--- config.mk ---
export PLATFORM = sky130hd
export DESIGN_NAME = pfba_queue
export DESIGN_NICKNAME = d
export VERILOG_FILES = /design/src/hdl/pfba_pkg.sv /design/src/hdl/pfba_queue.sv
export SDC_FILE = /design/constraint.sdc
export NUM_CORES = 1
export LEC_CHECK = 0
export ABC_AREA = 1
export BUFFER_PORTS_ARGS = -buffer_cell sky130_fd_sc_hd__buf_2
export CAP_MARGIN = 20
export CORE_ASPECT_RATIO = 0.9
export CORE_UTILIZATION = 45
export CTS_CLUSTER_SIZE = 8
export DETAILED_ROUTE_END_ITERATION = 10
export MAX_ROUTING_LAYER = met4
export PLACE_DENSITY = 0.79
export SLEW_MARGIN = 20
export SYNTH_ARGS = -nofsm -noshare
export SYNTH_HDL_FRONTEND = slang
export SYNTH_SLANG_ARGS = --single-unit
--- constraint.sdc ---
create_clock -name clock -period 7.05 [get_ports clock]
set_clock_uncertainty 0.05 [all_clocks]
set_input_delay 1.0575 -clock clock [delete_from_list [all_inputs] [get_ports clock]]
set_output_delay 1.0575 -clock clock [all_outputs]
set_load 0.01 [all_outputs]
--- src/hdl/pfba_pkg.sv ---
// ----------------------------------------------------------------------------
// pfba_pkg
// Shared types and codes of the page frame bitmap allocator: request and
// response words, the job word passed from the front end to the engine.
// ----------------------------------------------------------------------------
package pfba_pkg;

   localparam int PAGE_W   = 16;
   localparam int CNT_W    = 17;
   localparam int OP_W     = 3;
   localparam int STAT_W   = 2;
   localparam int OFF_W    = 6;
   localparam int WIDX_W   = 17;
   localparam int QUEUE_DEPTH = 2;

   localparam logic [CNT_W-1:0] CNT_MAX = '1;

   localparam logic [OP_W-1:0] OP_INIT      = 3'd0;
   localparam logic [OP_W-1:0] OP_LOCK      = 3'd1;
   localparam logic [OP_W-1:0] OP_FREE      = 3'd2;
   localparam logic [OP_W-1:0] OP_RESERVE   = 3'd3;
   localparam logic [OP_W-1:0] OP_UNRESERVE = 3'd4;
   localparam logic [OP_W-1:0] OP_REQUEST   = 3'd5;

   localparam logic [STAT_W-1:0] STAT_OK     = 2'd0;
   localparam logic [STAT_W-1:0] STAT_RANGE  = 2'd1;
   localparam logic [STAT_W-1:0] STAT_NOFREE = 2'd2;

   typedef struct packed {
      logic [OP_W-1:0]   opcode;
      logic [PAGE_W-1:0] first_page;
      logic [CNT_W-1:0]  page_count;
   } req_type;

   typedef struct packed {
      logic [STAT_W-1:0] status;
      logic [PAGE_W-1:0] granted_page;
      logic [CNT_W-1:0]  pages_changed;
      logic [CNT_W-1:0]  free_pages;
      logic [CNT_W-1:0]  used_pages;
      logic [CNT_W-1:0]  reserved_pages;
   } rsp_type;

   typedef struct packed {
      logic [OP_W-1:0]   opcode;
      logic              empty;
      logic [STAT_W-1:0] status;
      logic [WIDX_W-1:0] first_word;
      logic [OFF_W-1:0]  first_off;
      logic [WIDX_W-1:0] last_word;
      logic [OFF_W-1:0]  last_off;
   } job_type;

endpackage

--- src/hdl/pfba_queue.sv ---
// ----------------------------------------------------------------------------
// pfba_queue
// Short job queue between the front end and the map engine.
// ----------------------------------------------------------------------------
module pfba_queue (
   input  logic              clock,
   input  logic              reset,
   input  logic              push,
   input  pfba_pkg::job_type push_data,
   output logic              full,
   input  logic              pop,
   output pfba_pkg::job_type pop_data,
   output logic              not_empty
);

   localparam int DEPTH = pfba_pkg::QUEUE_DEPTH;
   localparam int PTR_W = (DEPTH > 1) ? $clog2(DEPTH) : 1;
   localparam int CNT_W = $clog2(DEPTH + 1);

   pfba_pkg::job_type  slot_ff [DEPTH];
   logic [PTR_W-1:0]   wr_ptr_ff, wr_ptr_in, rd_ptr_ff, rd_ptr_in;
   logic [CNT_W-1:0]   count_ff, count_in;

   assign full      = (count_ff == CNT_W'(DEPTH));
   assign not_empty = (count_ff != '0);
   assign pop_data  = slot_ff[rd_ptr_ff];

   always_comb begin
      wr_ptr_in = wr_ptr_ff;
      rd_ptr_in = rd_ptr_ff;
      count_in  = count_ff;
      if (push) begin
         wr_ptr_in = (wr_ptr_ff == PTR_W'(DEPTH - 1)) ? '0 : wr_ptr_ff + PTR_W'(1);
      end
      if (pop) begin
         rd_ptr_in = (rd_ptr_ff == PTR_W'(DEPTH - 1)) ? '0 : rd_ptr_ff + PTR_W'(1);
      end
      if (push && !pop) begin
         count_in = count_ff + CNT_W'(1);
      end else if (pop && !push) begin
         count_in = count_ff - CNT_W'(1);
      end
   end

   always_ff @(posedge clock) begin
      if (reset) begin
         wr_ptr_ff <= '0;
         rd_ptr_ff <= '0;
         count_ff  <= '0;
      end else begin
         wr_ptr_ff <= wr_ptr_in;
         rd_ptr_ff <= rd_ptr_in;
         count_ff  <= count_in;
      end
   end

   always_ff @(posedge clock) begin
      if (push) begin
         slot_ff[wr_ptr_ff] <= push_data;
      end
   end

endmodule

==> results.cfg, run 1 <==
[sta]
period_needed_ps = 3040
worst_hold_slack_ps = 500
hold_viol = 0
slew_headroom_pct = 36.8
tns_ps = 0
fmax_mhz = 329
tightest_slew_ps = 949
setup_viol = 0
slew_viol_final = 0
fin_crit_sh_pct = 43.1
rsz0062_at_grt = false

[placed_design]
dpl_cell_area_um2 = 4840
dp_cells = 421
port_buffers = 109
hpwl_mm = 4.09
gp_congestion = 0.653

[layout]
design_area_um2 = 5040
antenna_cells = 0
syn2layout_area_growth_pct = 19.0
layout-drive-gt1-share_pct = 57.1
nNetsFinal = 367
final_cell_count_no_fill = 437
fillers = 738

[cts]
cts_setup_buffers = 0
ctsHtreeMaxLevel = 3
cts.reportedPaths.clkPinSlew_ps = 100
clockBufferDepth = 2
root_buffer = clkbuf_8
cts_resized = 0
cts_hold_buf = 0
cts_tree = done
clock-sinks = 109
clk_latency_ps = 350
numCtsBuffers = 9

[floorplanning]
die_y_um = 94.0
io_pins = 110
core_area_um2 = 9130
die-area_um2 = 9800
fp.dieW_um = 104
initial_core_util_pct = 46.4
rows = 33

[worst_hold_path]
hp-start = wr_ptr_ff
whs_endpoint = wr_ptr_ff
holdPathStages = 2
worstHoldPathType = reg -> reg

[logic_synthesis]
synth_ff_type = edfxtp_1
synth_largest_area_cell = edfxtp_1
synthCells = 195
synth.most_common_cell = edfxtp_1
yosysSeqAreaShare_pct = 76.1
synthTopCellsByCount = edfxtp_1 (104), mux2_4 (50), inv_1 (9)
synth_cell_type_count = 16
synth.top_cell.area_share_pct = 73.8
synth_edf_count = 104
syn_area_um2 = 4230
avgSynthCellArea_um2 = 21.7
ys_warn_count = 0
synthArstFlopShare_pct = 0
netlist_top_cells_area = edfxtp_1 (74%), mux2_4 (18%), buf_12 (2.4%)
synth-seq-cells = 109
synth_nets = 252

[status]
status = finished clean

[critical_path]
path_class = reg -> out
path_buf_inv = 1
cp_data_required_time_ps = 5940
crit_family = flip-flops
critPathLaunchType = flip-flop
cp_data_arrival_time_ps = 1930
rr_startpoint = wr_ptr_ff
cp_max_fo = 52
cp_cell_sequence = mux2_2 > buf_2
reg2regPathDepth = 2
r2r_end = slot_ff[1][20]
critical-path-max-stage-delay_ps = 1000
r2r_slack_ps = 5560
endpoint_kind = output port
cp_slowest_cell = dfxtp_4

[pwr]
p_per_area_nw_per_um2 = 257
worst_ir_drop_vdd_mv = 0.120
leakage_nw = 2.03

[global_route]
grt_pass1_vias = 2041
overflow = 0
grt_pass1_wl_mm = 9.76
antenna_found_initial = 0
grt_max_degree = 54
grtUsageTotal_pct = 13.9

[run]
cap_violations = 0

[routing]
detail_route.wl_per_cell_um = 14.6
avgViaCountPerCell = 4.68
drc = 0
detail_route.iter0.violations = 61
drt_wl_total_mm = 6.40
firstDrtPassIters = 4
final_antenna_net_count = 0
vias = 2045
logic make-up (layout without fill, tap and decap cells):
family          Yosys count  count (layout)  share of synthesized area, %
compound gates            2               2                         0.236
fa+ha+maj                 1               1                         0.295
simple gates             15              15                          1.45
mux                      52              52                          18.3
buf+inv                  15             135                          3.43
xor+xnor                  1               1                         0.207
flops                   109             109                          76.1
where the power goes:
group / internal, mW / switching [mW] / total, mW
clock network: 0.168 / 0.202 / 0.371
registers: 0.748 / 0.0245 / 0.772
logic: 0.0861 / 0.0649 / 0.151
total: 1.00 / 0.292 / 1.29
how the worst max path moves through the flow:
stage / endpoint / slack, ps / cells after the start
4_1_cts: pop_data[32] / 3960 / 2
5_1_grt: pop_data[32] / 3880 / 2
2_1_floorplan: slot_ff[0][0] / 3260 / 2
3_3_place_gp: pop_data[32] / 4390 / 2
6_report: pop_data[32] / 4010 / 2
3_5_place_dp: pop_data[32] / 4370 / 2
placed cells by master, fill, tap and decap left out:
cell       Yosys  final
edfxtp_1     104    104
bufinv_16      0      1
xnor2_1        1      1
buf_2          0    109
inv_4          0      1
clkbuf_1       0      1
nor2_1         6      5
buf_4          0      1
clkinv_4       0      1
dfxtp_4        0      1
o21ai_0        1      1
ha_1           1      1
mux2_4        50     50
mux2_2         2      2
clkinv_2       0      1
clkbuf_8       0      9
nor3_1         1      1
inv_1          9      8
inv_6          0      3
dfxtp_1        5      4
a21oi_1        1      1
nand3_1        1      1
nand4_1        1      1
nor2_4         0      1
nand2_1        6      6
final cells by class:
type                            instances  area, um2  area share, %
Timing Repair Buffer                  110        553           11.0
Inverter                                9       36.3          0.720
Multi-Input combinational cell         71        873           17.3
Tap cell                              122        153           3.03
Clock buffer                           10        128           2.53
Clock inverter                          6       70.1           1.39
Sequential cell                       109       3230           64.0
stage by stage:
step	util, %	setup WS (ps)	total power, mW
3_3_place_gp	53.0	4390	0.936
2_1_floorplan	-	3260	0.889
5_1_grt	55.2	3880	1.35
3_5_place_dp	53.1	4370	0.942
6_report	55.2	4010	1.29
4_1_cts	55.2	3960	1.31
worst min-delay path, cell delays in order, from the launching register on:
cell	delay, ps
dfxtp_1	350
nor2_1	110
nor3_1	50
sequential cells by signal (all words and copies together), names as in the netlist, named ones only:
signal and flops:
wr_ptr_ff 1, slot_ff 104, count_ff 2, rd_ptr_ff 1
routing by layer:
layer,vias to the layer above,share of wire (%),global-route usage [%],routed length (um)
met5,-,0,-,0
met4,0,0.83,5.12,53
met3,4,7.4,5.62,471
met2,81,51,22.1,3240
met1,986,41,16.0,2640
li1,974,-,-,-
(Power assumes the default switching activity.)
==> run 2, diff against run 1 <==
==> constraint.sdc (replaced) <==
create_clock -name clock -period 2.8 [get_ports clock]
set_clock_uncertainty 0.05 [all_clocks]
set_input_delay 0.42 -clock clock [delete_from_list [all_inputs] [get_ports clock]]
set_output_delay 0.42 -clock clock [all_outputs]
set_load 0.01 [all_outputs]
==> run 2 against run 1 <==
Against the previous run:
- cell count is 0.69% higher
- design area is 1.3% higher
- flip-flop and latch count stayed put
- die area stayed put
- critical path depth is 1 higher
- non-clock buffer count is 3 higher
- register-to-register slack worse by 4300 ps
- first-iteration DRC count is 1.6% lower
- via count hardly changed
- combinational power grew to 2.7 times the previous value
- clock power grew to 2.8 times the previous value
- count of clock-buffer cells in the layout is 1 lower
- critical endpoint is now pop_data[0]
- largest cell class unchanged
==> results.cfg, run 2 (synthesis gave the netlist of run 1 again) <==
[status]
status = finished clean

[cts]
numCtsBuffers = 9
cts_resized = 0
cts_tree = done
ctsHtreeMaxLevel = 3
clockBufferDepth = 2
root_buffer = clkbuf_8
clock-sinks = 109
cts_setup_buffers = 0
clk_latency_ps = 350
cts.reportedPaths.clkPinSlew_ps = 100
cts_hold_buf = 0

[layout]
largest_reg_flops = 104
final_cell_count_no_fill = 440
regMostFlops = slot_ff
fillers = 733
nNetsFinal = 370
syn2layout_area_growth_pct = 20.6
antenna_cells = 0
layout_common_cells = buf_2 (109), edfxtp_1 (104), mux2_4 (50)
design_area_um2 = 5110
top_regs = slot_ff: 104 flops, count_ff: 2 flops
layout-drive-gt1-share_pct = 57.5
fin_util_pct = 56.0
layout_commonest_cell = buf_2

[critical_path]
crit_family = flip-flops
endpoint_kind = output port
r2r_slack_ps = 1230
rr_startpoint = wr_ptr_ff
cp_cell_sequence = buf_12 > mux2_4 > buf_2
cp_data_required_time_ps = 2330
path_class = reg -> out
critical-path-max-stage-delay_ps = 690
cp_max_fo = 27
path_buf_inv = 2
cp_slowest_cell = dfxtp_4
cp_data_arrival_time_ps = 1830
critPathLaunchType = flip-flop

[global_route]
overflow = 0
grt_util_met2_pct = 24.7
grt_pass1_wl_mm = 10.3
met1_usage_pct = 17.4
grt_pass1_vias = 2119
grtUsageTotal_pct = 14.9
grt_util_met3_pct = 3.54
grt_max_degree = 30
grt_busiest_layer = met2
antenna_found_initial = 0

[floorplanning]
fp.dieW_um = 104
core_area_um2 = 9130
io_pins = 110
die-area_um2 = 9800
initial_core_util_pct = 46.4
rows = 33
die_y_um = 94.0

[routing]
drc = 0
detail_route.iter0.violations = 60
firstDrtPassIters = 4
drt_wl_total_mm = 6.78
avgViaCountPerCell = 4.65
detail_route.wl_per_cell_um = 15.4
vias = 2044
final_antenna_net_count = 0

[placed_design]
port_buffers = 109
dp_cells = 424
gp_congestion = 0.676
dpl_cell_area_um2 = 4890
hpwl_mm = 4.72

[pwr]
worst_ir_drop_vdd_mv = 0.364
p_per_area_nw_per_um2 = 658
leakage_nw = 2.05

[sta]
setup_viol = 0
tns_ps = 0
fmax_mhz = 436
tightest_slew_ps = 579
fin_crit_sh_pct = 82.0
period_needed_ps = 2300
rsz0062_at_grt = false
slew_viol_final = 0
hold_viol = 0
slew_headroom_pct = 61.3

[run]
cap_violations = 0

[worst_hold_path]
hp-start = push_data[20]
worstHoldPathType = in -> reg
==> run 2: changes by cell type in the layout (fill, tap and decap cells not counted) <==
cell	before	now
inv_4	1	0
clkinv_1	0	1
buf_12	0	2
inv_2	0	1
inv_6	3	2
clkinv_2	1	0
clkinvlp_4	0	2
clkbuf_1	1	0
clkinv_4	1	0
bufinv_16	1	2
buf_4	1	2
==> run 2: worst register-to-register path, cell delays in order (launching register included) <==
cell and delay, ps:
dfxtp_1 400, nand2_1 80, inv_2 440, buf_12 290
==> run 2: path summary, 6_finish.rpt <==
check,end,depth (start not counted)
max reg2reg,slot_ff[1][30],3
max,pop_data[0],3
min,slot_ff[0][20],1
min reg2reg,flip-flop,2
==> run 2: final cells by class <==
class                   count  area, um2  share of cell area (%)
clock buffers               9        124                    2.43
clock inverters             7       96.3                    1.89
inverters                   9       33.8                   0.661
multi-input cells          71        873                    17.1
flip-flops and latches    109       3230                    63.2
well taps                 122        153                    2.99
repair buffers            113        601                    11.8
==> run 2: metal layers <==
| layer | up-vias | part of all wire, % | routed length, um |
|---|---|---|---|
| met1 | 988 | 44 | 2970 |
| met3 | 8 | 4.2 | 282 |
| met2 | 65 | 50 | 3410 |
| li1 | 983 | - | - |
| met5 | - | 0 | 0 |
| met4 | 0 | 1.7 | 112 |
==> run 2: per-stage QoR <==
step | hold slack, ps | power, mW | worst slack (ps)
final | 192 | 3.36 | 505
after global placement | 450 | 2.37 | 886
after floorplan | 430 | 2.24 | 540
after global routing | 166 | 3.49 | 411
after CTS | 170 | 3.40 | 458
after detailed placement | 462 | 2.38 | 868
==> run 2: report_power, final <==
group | total, mW | leakage (nW) | internal [mW] | switching [mW]
sequential | 1.93 | 1.02 | 1.88 | 0.0433
clock | 1.03 | 0.104 | 0.507 | 0.518
combinational | 0.410 | 0.929 | 0.223 | 0.187
total | 3.36 | 2.05 | 2.61 | 0.749
