## src/hdl/pfba_pkg.sv

```systemverilog
// ----------------------------------------------------------------------------
// pfba_pkg
// Shared types and codes of the page frame bitmap allocator: request and
// response words, the job word passed from the front end to the engine.
// ----------------------------------------------------------------------------
package pfba_pkg;

   localparam int PAGE_W   = 16;
   localparam int CNT_W    = 17;
   localparam int OP_W     = 3;
   localparam int STAT_W   = 2;
   localparam int OFF_W    = 6;
   localparam int WIDX_W   = 17;
   localparam int QUEUE_DEPTH = 2;

   localparam logic [CNT_W-1:0] CNT_MAX = '1;

   localparam logic [OP_W-1:0] OP_INIT      = 3'd0;
   localparam logic [OP_W-1:0] OP_LOCK      = 3'd1;
   localparam logic [OP_W-1:0] OP_FREE      = 3'd2;
   localparam logic [OP_W-1:0] OP_RESERVE   = 3'd3;
   localparam logic [OP_W-1:0] OP_UNRESERVE = 3'd4;
   localparam logic [OP_W-1:0] OP_REQUEST   = 3'd5;

   localparam logic [STAT_W-1:0] STAT_OK     = 2'd0;
   localparam logic [STAT_W-1:0] STAT_RANGE  = 2'd1;
   localparam logic [STAT_W-1:0] STAT_NOFREE = 2'd2;

   typedef struct packed {
      logic [OP_W-1:0]   opcode;
      logic [PAGE_W-1:0] first_page;
      logic [CNT_W-1:0]  page_count;
   } req_type;

   typedef struct packed {
      logic [STAT_W-1:0] status;
      logic [PAGE_W-1:0] granted_page;
      logic [CNT_W-1:0]  pages_changed;
      logic [CNT_W-1:0]  free_pages;
      logic [CNT_W-1:0]  used_pages;
      logic [CNT_W-1:0]  reserved_pages;
   } rsp_type;

   typedef struct packed {
      logic [OP_W-1:0]   opcode;
      logic              empty;
      logic [STAT_W-1:0] status;
      logic [WIDX_W-1:0] first_word;
      logic [OFF_W-1:0]  first_off;
      logic [WIDX_W-1:0] last_word;
      logic [OFF_W-1:0]  last_off;
   } job_type;

endpackage

```

## src/hdl/pfba_front.sv

```systemverilog
// ----------------------------------------------------------------------------
// pfba_front
// Accepts request words, clips the page run to the managed size, sets the
// early status and turns the run into first/last map word and bit offsets.
// ----------------------------------------------------------------------------
module pfba_front #(
   parameter int MAX_PAGES     = 65536,
   parameter int MAP_WORD_BITS = 64
) (
   input  logic                     clock,
   input  logic                     reset,
   input  logic                     req_valid,
   output logic                     req_ready,
   input  pfba_pkg::req_type        req_data,
   input  logic [pfba_pkg::CNT_W-1:0] size,
   output logic                     job_push,
   input  logic                     job_full,
   output pfba_pkg::job_type        job_data
);

   localparam int MAP_WORDS = (MAX_PAGES + MAP_WORD_BITS - 1) / MAP_WORD_BITS;
   localparam int SH        = pfba_pkg::CNT_W + $clog2(MAP_WORD_BITS) + 1;
   localparam longint RECIP = ((longint'(1) << SH) + MAP_WORD_BITS - 1) / MAP_WORD_BITS;
   localparam int RW        = $clog2(RECIP + 1);
   localparam int PW        = pfba_pkg::CNT_W + RW;

   logic                         s1_valid_ff, s2_valid_ff;
   logic                         en1, en2;
   logic [pfba_pkg::OP_W-1:0]    s1_op_ff, s1_op_in, s2_op_ff;
   logic                         s1_empty_ff, s1_empty_in, s2_empty_ff;
   logic [pfba_pkg::STAT_W-1:0]  s1_status_ff, s1_status_in, s2_status_ff;
   logic [pfba_pkg::CNT_W-1:0]   s1_lo_ff, s1_lo_in, s1_hi_ff, s1_hi_in;
   logic [pfba_pkg::CNT_W-1:0]   s2_lo_ff, s2_hi_ff;
   logic [pfba_pkg::CNT_W-1:0]   s2_lo_q_ff, s2_lo_q_in, s2_hi_q_ff, s2_hi_q_in;
   logic [pfba_pkg::CNT_W:0]     run_sum;
   logic [pfba_pkg::CNT_W-1:0]   run_end;
   logic [PW-1:0]                lo_prod, hi_prod;
   logic [pfba_pkg::CNT_W-1:0]   lo_rem, hi_rem;

   assign job_push  = s2_valid_ff && !job_full;
   assign en2       = !s2_valid_ff || job_push;
   assign en1       = !s1_valid_ff || en2;
   assign req_ready = en1;

   // run end clipped to the managed size
   assign run_sum = (pfba_pkg::CNT_W+1)'(req_data.first_page)
                  + (pfba_pkg::CNT_W+1)'(req_data.page_count);
   assign run_end = (run_sum > (pfba_pkg::CNT_W+1)'(size)) ? size
                                                           : run_sum[pfba_pkg::CNT_W-1:0];

   always_comb begin
      s1_op_in     = req_data.opcode;
      s1_empty_in  = 1'b1;
      s1_status_in = pfba_pkg::STAT_OK;
      s1_lo_in     = '0;
      s1_hi_in     = '0;
      case (req_data.opcode)
         pfba_pkg::OP_INIT: begin
            s1_empty_in = 1'b0;
         end
         pfba_pkg::OP_LOCK, pfba_pkg::OP_FREE,
         pfba_pkg::OP_RESERVE, pfba_pkg::OP_UNRESERVE: begin
            s1_empty_in  = (req_data.page_count == '0)
                        || (pfba_pkg::CNT_W'(req_data.first_page) >= size);
            s1_status_in = ((req_data.page_count != '0)
                           && (run_sum > (pfba_pkg::CNT_W+1)'(size)))
                         ? pfba_pkg::STAT_RANGE : pfba_pkg::STAT_OK;
            s1_lo_in     = pfba_pkg::CNT_W'(req_data.first_page);
            s1_hi_in     = run_end - pfba_pkg::CNT_W'(1);
         end
         pfba_pkg::OP_REQUEST: begin
            s1_empty_in  = (size <= pfba_pkg::CNT_W'(1));
            s1_status_in = (size <= pfba_pkg::CNT_W'(1)) ? pfba_pkg::STAT_NOFREE
                                                         : pfba_pkg::STAT_OK;
            s1_lo_in     = pfba_pkg::CNT_W'(1);
            s1_hi_in     = size - pfba_pkg::CNT_W'(1);
         end
         default: begin
            s1_empty_in = 1'b1;
         end
      endcase
   end

   // word index by reciprocal multiply
   assign lo_prod    = PW'(s1_lo_ff) * PW'(RECIP);
   assign hi_prod    = PW'(s1_hi_ff) * PW'(RECIP);
   assign s2_lo_q_in = pfba_pkg::CNT_W'(lo_prod >> SH);
   assign s2_hi_q_in = pfba_pkg::CNT_W'(hi_prod >> SH);

   always_ff @(posedge clock) begin
      if (reset) begin
         s1_valid_ff <= 1'b0;
         s2_valid_ff <= 1'b0;
      end else begin
         if (en1) begin
            s1_valid_ff <= req_valid;
         end
         if (en2) begin
            s2_valid_ff <= s1_valid_ff;
         end
      end
   end

   always_ff @(posedge clock) begin
      if (en1) begin
         s1_op_ff     <= s1_op_in;
         s1_empty_ff  <= s1_empty_in;
         s1_status_ff <= s1_status_in;
         s1_lo_ff     <= s1_lo_in;
         s1_hi_ff     <= s1_hi_in;
      end
      if (en2) begin
         s2_op_ff     <= s1_op_ff;
         s2_empty_ff  <= s1_empty_ff;
         s2_status_ff <= s1_status_ff;
         s2_lo_ff     <= s1_lo_ff;
         s2_hi_ff     <= s1_hi_ff;
         s2_lo_q_ff   <= s2_lo_q_in;
         s2_hi_q_ff   <= s2_hi_q_in;
      end
   end

   assign lo_rem = s2_lo_ff - pfba_pkg::CNT_W'(s2_lo_q_ff * pfba_pkg::CNT_W'(MAP_WORD_BITS));
   assign hi_rem = s2_hi_ff - pfba_pkg::CNT_W'(s2_hi_q_ff * pfba_pkg::CNT_W'(MAP_WORD_BITS));

   always_comb begin
      job_data.opcode     = s2_op_ff;
      job_data.empty      = s2_empty_ff;
      job_data.status     = s2_status_ff;
      job_data.first_word = pfba_pkg::WIDX_W'(s2_lo_q_ff);
      job_data.first_off  = pfba_pkg::OFF_W'(lo_rem);
      job_data.last_word  = pfba_pkg::WIDX_W'(s2_hi_q_ff);
      job_data.last_off   = pfba_pkg::OFF_W'(hi_rem);
      if (s2_empty_ff) begin
         job_data.first_word = '0;
         job_data.first_off  = '0;
         job_data.last_word  = '0;
         job_data.last_off   = '0;
      end else if (s2_op_ff == pfba_pkg::OP_INIT) begin
         job_data.first_word = '0;
         job_data.first_off  = '0;
         job_data.last_word  = pfba_pkg::WIDX_W'(MAP_WORDS - 1);
         job_data.last_off   = pfba_pkg::OFF_W'(MAP_WORD_BITS - 1);
      end
   end

endmodule

```

## config.mk

```make
export PLATFORM = sky130hd
export DESIGN_NAME = pfba_front
export DESIGN_NICKNAME = d
export VERILOG_FILES = /design/src/hdl/pfba_pkg.sv /design/src/hdl/pfba_front.sv
export SDC_FILE = /design/constraint.sdc
export NUM_CORES = 1
export LEC_CHECK = 0
export BUFFER_PORTS_ARGS = -buffer_cell sky130_fd_sc_hd__buf_2
export CORE_MARGIN = 8
export CORE_UTILIZATION = 30
export DETAILED_ROUTE_END_ITERATION = 16
export PLACE_DENSITY_LB_ADDON = 0.25
export SKIP_CTS_REPAIR_TIMING = 1
export SLEW_MARGIN = 20
export SYNTH_ARGS = -nofsm -noshare
export SYNTH_HDL_FRONTEND = slang
export SYNTH_SLANG_ARGS = --single-unit
```

## constraint.sdc

```tcl
create_clock -name clock -period 5.5 [get_ports clock]
set_input_delay 0 -clock clock [delete_from_list [all_inputs] [get_ports clock]]
set_output_delay 0 -clock clock [all_outputs]
set_load 0.01 [all_outputs]
```

==> results of run 1 <==
## power breakdown
| group | switching, mW | internal [mW] | leakage, nW |
|---|---|---|---|
| Clock | 0.248 | 0.352 | 0.145 |
| Sequential | 0.0291 | 0.783 | 0.895 |
| Combinational | 0.357 | 0.244 | 1.96 |
| Total | 0.634 | 1.38 | 3.00 |
## synth_stat cells, types with 3 or more instances
| master | number | area [um^2] |
|---|---|---|
| edfxtp_1 | 78 | 2340 |
| nor2_1 | 71 | 267 |
| ha_1 | 52 | 651 |
| inv_1 | 35 | 131 |
| and2_1 | 33 | 206 |
| xnor2_1 | 32 | 280 |
| a21oi_1 | 28 | 140 |
| nand2_1 | 28 | 105 |
| nor3_1 | 22 | 110 |
| o21ai_0 | 18 | 90.1 |
| buf_4 | 15 | 113 |
| a21o_1 | 14 | 105 |
| clkbuf_1 | 13 | 48.8 |
| nand3_1 | 11 | 55.1 |
| nor4_1 | 10 | 62.6 |
| xor2_1 | 9 | 78.8 |
| nand4_1 | 8 | 50.1 |
| and3_1 | 7 | 43.8 |
| mux2i_1 | 6 | 60.1 |
| o211ai_1 | 6 | 45.0 |
| a31oi_1 | 5 | 31.3 |
| nor2b_1 | 5 | 31.3 |
| o21a_1 | 5 | 37.5 |
| or3_1 | 5 | 31.3 |
| o21bai_1 | 4 | 30.0 |
| o22ai_1 | 4 | 25.0 |
| a211oi_1 | 3 | 22.5 |
| o31ai_1 | 3 | 22.5 |
| o32ai_1 | 3 | 26.3 |
## layout make-up
class / count / area share [%]
diodes: 1 / 0.0364
clock buffers: 9 / 3.27
clock inverters: 7 / 1.00
inverters: 35 / 1.91
multi-input cells: 451 / 46.0
flip-flops and latches: 80 / 34.6
well taps: 234 / 4.25
repair buffers: 111 / 8.87
## worst paths after layout
path | from | endpoint | cells after the start
worst max register to register | s2_valid_ff | s1_hi_ff[7] | 1
worst min-delay path | req_data[24] | s1_lo_ff[7] | 2
worst max-delay path | req_data[3] | s1_hi_ff[14] | 21
worst min register to register | s1_status_ff[0] | s2_status_ff[0] | 0
## layer usage
layer | vias to the layer above | track usage, % | wire length (um)
met2 | 157 | 23.6 | 8100
met1 | 2211 | 15.6 | 6780
met3 | 28 | 3.01 | 1000
li1 | 2334 | - | -
met5 | - | 0 | 0
met4 | 0 | 6.11 | 452
## cell families after synthesis
group           after synthesis  synth area share, %
mux                           6                 1.04
buf+inv                      65                 5.31
flops                        80                 41.3
fa+ha+maj                    53                 11.6
other cells                   1               0.0649
xor+xnor                     41                 6.22
compound gates              121                 15.1
simple gates                217                 19.4
## registers in the layout, summed over array words and instances (netlist names)
signal / cells
s2_lo_ff: 6
s1_op_ff: 3
s2_status_ff: 2
s1_status_ff: 2
s1_valid_ff: 1
s2_hi_q_ff: 11
s1_empty_ff: 1
s1_lo_ff: 16
s1_hi_ff: 17
s2_empty_ff: 1
s2_lo_q_ff: 10
s2_valid_ff: 1
s2_op_ff: 3
s2_hi_ff: 6
## through the flow
| step | cell area (um^2) | util (%) |
|---|---|---|
| CTS | 6780 | 36.1 |
| global route | 6880 | 36.7 |
| detailed placement | 6480 | 34.6 |
| floorplan | 5820 | - |
| global placement | 6480 | 34.6 |
| finish | 6880 | 36.7 |
## cell usage in the layout, fill, tap and decap left out, types with 7 or more instances in the layout
cell            n
a21o_1         14
a21oi_1        28
and2_1         33
and3_1          7
buf_2          97
clkbuf_16       9
conb_1         13
dlygate4sd3_1   8
edfxtp_1       78
ha_1           52
inv_1          35
nand2_1        28
nand3_1        10
nand4_1         8
nor2_1         71
nor3_1         21
nor4_1         10
o21ai_0        18
xnor2_1        31
xor2_1          8
==> metrics.md, run 1 <==
| Metric | Value |
|---|---|
| Yosys reg bits | `80` |
| Clk sinks | `80` |
| Final ANT Viol Nets | `0` |
| Crit path max fanout | `5` |
| Buf/Inv on CP | `2` |
| Final nets | `798` |
| WL final | `16300 um` |
| Max Fclk | `200 MHz` |
| Root buf cell | `clkbuf_16` |
| Area growth syn-to-layout | `19.2%` |
| Filler cells | `1870` |
| WL/cell | `17.6 um` |
| Routed vias/inst | `5.10` |
| Gr ovfl total | `0` |
| Main synth FF type | `edfxtp_1` |
| Power Density | `292 nW/um^2` |
| Post-synth ARST share | `0%` |
| Fin Setup TNS | `0 ns` |
| Detail Placement HPWL | `13000 um` |
| I/O pins | `111` |
| H-tree levels | `3` |
| Crit path kind | `input pin to register` |
| Core area | `18800 um^2` |
| WP data required | `5.59 ns` |
| CP max-delay cell | `xor2_1` |
| Drt pass-1 iters | `5` |
| Layout Cells excl Fill | `928` |
| Total chip power | `2.01 mW` |
| Minimum clock period | `5.01 ns` |
| Post-Place Cells | `903` |
| WHS | `-0.00601 ns` |
| First-pass GRT wire length | `25500 um` |
| Multi-input gate area | `3170 um^2` |
| Skew final | `0.00660 ns` |
| # Max-Cap Violations | `0` |
| Peak VDD IR | `135 uV` |
| Max_slew headroom | `29.8%` |
| DRC violations left | `0` |
| Unrepaired setup endpoints after global routing | `false` |
| Slowest Stage Delay on Critical Path | `0.52 ns` |
| Tot GR Track Use | `13.6%` |
| Synthesis warning total | `0` |
| Setup violations, final | `0` |
| Worst Setup End Kind | `register` |
| Die width | `155 um` |
| Share of layout cells above drive strength 1 | `19.8%` |
| Total die area | `23900 um^2` |
| Cts bufs inserted | `9` |
| FP Rows | `50` |
| CP Cell Sequence | `buf_2, ha_1, a21o_1, a22oi_2, a21oi_1, xor2_1, ha_1, a21o_1, a21o_1, a221oi_1, a21boi_1, o41ai_2, nand2_1, mux2i_1, ha_1, inv_1, nor4b_4, o2111ai_1, o31a_1, o31ai_1, o21ai_1` |
| Least-Margin Pin Slew | `1.04 ns` |
| Worst setup SP type | `input pin` |
| Type of the most critical hold path | `input pin to register` |
| Post-synth EDFFs | `78` |
| Worst path top cell family by delay | `compound AO/OA/AOI/OAI gates` |
| Final Hold Fails | `5` |
| CP arrival | `5.09 ns` |
| Mapped Cells | `584` |
| Reg2reg setup slack | `4.11 ns` |
| Distinct cells, synth | `66` |
| CTS tree | `done` |
| Maximum clock path buffer count | `2` |
| Period utilisation layout | `91.0%` |
| Largest net degree at the start of global routing | `42` |
| Register Area | `2380 um^2` |
| Pleak | `3.00 nW` |
| Syn Area/Cell | `9.89 um^2` |
| Sequential share of the synthesized area | `41.3%` |
| Initial antenna violation count | `0` |
| Status | `finished, violations left` |
| Initial DRC count | `304` |
| Setup ws final | `0.494 ns` |
| Final Wtd Congestion | `0.897` |
| Cell area after synthesis | `5770 um^2` |
| Clk Latency, worst-skew pair | `0.34 ns` |
| Pre-CTS setup slack | `0.132 ns` |
| Clk slew on worst S/H paths | `0.06 ns` |
| Initial core utilization | `30.8%` |
| Die H | `155 um` |
| IO Port Bufs | `97` |
| Violated checks | `hold timing` |
| Vias in the first global route | `4812` |
| Max Slew Vio Count | `0` |
| Vias | `4730` |
(Power assumes the default switching activity.)
==> run 2: changes to the inputs <==
--- a/config.mk
+++ b/config.mk
@@ -9,6 +9,7 @@
 export CORE_MARGIN = 8
 export CORE_UTILIZATION = 30
 export DETAILED_ROUTE_END_ITERATION = 16
+export MAX_ROUTING_LAYER = met4
 export PLACE_DENSITY_LB_ADDON = 0.25
 export SKIP_CTS_REPAIR_TIMING = 1
 export SLEW_MARGIN = 20
==> metrics.md, run 2 (same netlist as run 1, synthesis figures left out) <==
| Metric | Value |
|---|---|
| Status | `finished, violations left (unchanged)` |
| Violated checks | `hold timing (unchanged)` |
| CP max-delay cell | `xor2_1 (unchanged)` |
| Hold wc startpoint | `req_data[27] (was req_data[24])` |
| I/O pins | `111 (unchanged)` |
| WL final | `16200 um (was 16300 um)` |
| Reg power frac | `40.1% (was 40.4%)` |
| Combinational share of power | `29.8% (about the same)` |
| Worst path top cell family by delay | `compound AO/OA/AOI/OAI gates (unchanged)` |
| Worst Setup End Kind | `register (unchanged)` |
| CP arrival | `5.11 ns (was 5.09 ns)` |
| Cts bufs inserted | `9 (unchanged)` |
| Clk slew on worst S/H paths | `0.07 ns (was 0.06 ns)` |
| CTS tree | `done (unchanged)` |
| Reg2Reg Depth | `1 (unchanged)` |
| Most frequent cells in the layout | `97 x buf_2, 78 x edfxtp_1, 71 x nor2_1, 52 x ha_1, 35 x inv_1 (unchanged)` |
| Total die area | `23900 um^2 (unchanged)` |
| Post-DP Area | `6480 um^2 (unchanged)` |
| DRC violations left | `0 (unchanged)` |
| Max Slew Vio Count | `0 (unchanged)` |
| Clock network power share | `30.2% (was 29.8%)` |
| Hold endpoint | `s1_lo_ff[10] (was s1_lo_ff[7])` |
| Crit path kind | `input pin to register (unchanged)` |
| Top reg by flops | `s1_hi_ff (unchanged)` |
| Largest net degree at the start of global routing | `42 (unchanged)` |
| Share of layout cells above drive strength 1 | `20.0% (was 19.8%)` |
| Final Hold Fails | `1 (was 5)` |
| Vias | `4771 (was 4730)` |
| Int Power | `1.38 mW (about the same)` |
| Reg2reg setup slack | `4.13 ns (was 4.11 ns)` |
| Most common cell after layout, fill and taps aside | `buf_2 (unchanged)` |
| Root buf cell | `clkbuf_16 (unchanged)` |
| Setup violations, final | `0 (unchanged)` |
| IO Port Bufs | `97 (unchanged)` |
| Drt pass-1 iters | `5 (unchanged)` |
| Layout Cells excl Fill | `930 (was 928)` |
| Worst setup SP type | `input pin (unchanged)` |
| Slowest Stage Delay on Critical Path | `0.51 ns (was 0.52 ns)` |
| FP Rows | `50 (unchanged)` |
| Setup ws final | `0.482 ns (was 0.494 ns)` |
| Initial antenna violation count | `0 (unchanged)` |
| Skew final | `0.00696 ns (was 0.00660 ns)` |
| Initial DRC count | `354 (was 304)` |
| Largest register FFs | `17 (unchanged)` |
| WHS | `-0.00320 ns (was -0.00601 ns)` |
| Die width | `155 um (unchanged)` |
| Unrepaired setup endpoints after global routing | `false (unchanged)` |
| Final Wtd Congestion | `0.923 (was 0.897)` |
| Peak VDD IR | `135 uV (about the same)` |
| Initial core utilization | `30.8% (unchanged)` |
| Type of the most critical hold path | `input pin to register (unchanged)` |
| Fin Setup TNS | `0 ns (unchanged)` |
| Least-Margin Pin Slew | `1.06 ns (was 1.04 ns)` |
| NetSw | `641 uW (was 634 uW)` |
| Buf/Inv on CP | `2 (unchanged)` |
| Die H | `155 um (unchanged)` |
| Gr ovfl total | `0 (unchanged)` |
| Worst Hold Depth | `2 (unchanged)` |
| Clk sinks | `80 (unchanged)` |
| Clk Latency, worst-skew pair | `0.34 ns (about the same)` |
| Power Density | `293 nW/um^2 (was 292 nW/um^2)` |
| Diodes inserted | `0 (was 1)` |
| # Max-Cap Violations | `0 (unchanged)` |
| Sw frac | `31.6% (was 31.5%)` |
| Final ANT Viol Nets | `0 (unchanged)` |
| Regs by FF count | `s1_hi_ff (17), s1_lo_ff (16), s2_hi_q_ff (11) (unchanged)` |
| Minimum clock period | `5.02 ns (was 5.01 ns)` |
| Maximum clock path buffer count | `2 (unchanged)` |
| Worst r2r src | `s2_valid_ff (unchanged)` |
| CP Cell Sequence | `buf_2, ha_1, a21o_1, a22oi_2, a21oi_1, xor2_1, ha_1, a21o_1, a21o_1, a221oi_1, a21boi_1, o41ai_2, nand2_1, mux2i_1, ha_1, inv_1, nor4b_4, o2111ai_1, o31a_1, o31ai_1, o21ai_1 (unchanged)` |
| WL/cell | `17.5 um (was 17.6 um)` |
| Reg-to-Reg End | `s1_hi_ff[7] (unchanged)` |
| Core area | `18800 um^2 (unchanged)` |
| Design Area, Final | `6920 um^2 (was 6880 um^2)` |
| Tot GR Track Use | `14.1% (was 13.6%)` |
| Vias in the first global route | `4854 (was 4812)` |
| Area growth syn-to-layout | `19.8% (was 19.2%)` |
| Post-Place Cells | `903 (unchanged)` |
| H-tree levels | `3 (unchanged)` |
| Crit path max fanout | `5 (unchanged)` |
| First-pass GRT wire length | `25800 um (was 25500 um)` |
| Max Fclk | `199 MHz (was 200 MHz)` |
| Detail Placement HPWL | `13100 um (was 13000 um)` |
| Period utilisation layout | `91.2% (was 91.0%)` |
| Routed vias/inst | `5.13 (was 5.10)` |
| WP data required | `5.59 ns (about the same)` |
| Final nets | `801 (was 798)` |
| Pleak | `3.01 nW (was 3.00 nW)` |
| Max_slew headroom | `29.0% (was 29.8%)` |
| Pre-CTS setup slack | `0.0345 ns (was 0.132 ns)` |
run 2: power groups by stage:
stage	Clock, mW	Combinational (mW)	Sequential (mW)
6_report	0.611	0.603	0.811
5_1_grt	0.652	0.675	0.823
4_1_cts	0.629	0.597	0.814
3_5_place_dp	0	0.594	0.827
3_3_place_gp	0	0.586	0.822
2_1_floorplan	0	0.411	0.812
run 2: worst max-delay path by stage:
stage / from / endpoint / slack, ns / cells past startpoint
floorplan: req_data[0] / s1_hi_ff[14] / 0.62 / 24
global placement: req_data[0] / s1_hi_ff[14] / 0.24 / 26
detailed placement: req_data[0] / s1_hi_ff[14] / 0.03 / 26
CTS: req_data[0] / s1_hi_ff[14] / 0.41 / 26
global route: req_data[3] / s1_hi_ff[14] / 0.02 / 21
finish: req_data[3] / s1_hi_ff[14] / 0.48 / 21
run 2: routing by layer:
| layer | wire length (um) | vias to the layer above | global-route usage (%) |
|---|---|---|---|
| met5 | 0 | - | - |
| met4 | 443 | 0 | 5.65 |
| met3 | 804 | 36 | 2.79 |
| met2 | 8040 | 136 | 24.1 |
| met1 | 6950 | 2261 | 15.9 |
| li1 | - | 2338 | - |
run 2: layout make-up:
| class | count | area, um^2 |
|---|---|---|
| clock buffers | 9 | 225 |
| clock inverters | 7 | 76.3 |
| fillers | 1923 | 11900 |
| inverters | 35 | 131 |
| multi-input cells | 451 | 3170 |
| flip-flops and latches | 80 | 2380 |
| well taps | 234 | 293 |
| repair buffers | 114 | 641 |
run 2: through the flow:
step	util, %	total power, mW
2_1_floorplan	-	1.22
3_3_place_gp	34.6	1.41
3_5_place_dp	34.6	1.42
4_1_cts	36.2	2.04
5_1_grt	36.9	2.15
6_report	36.9	2.03
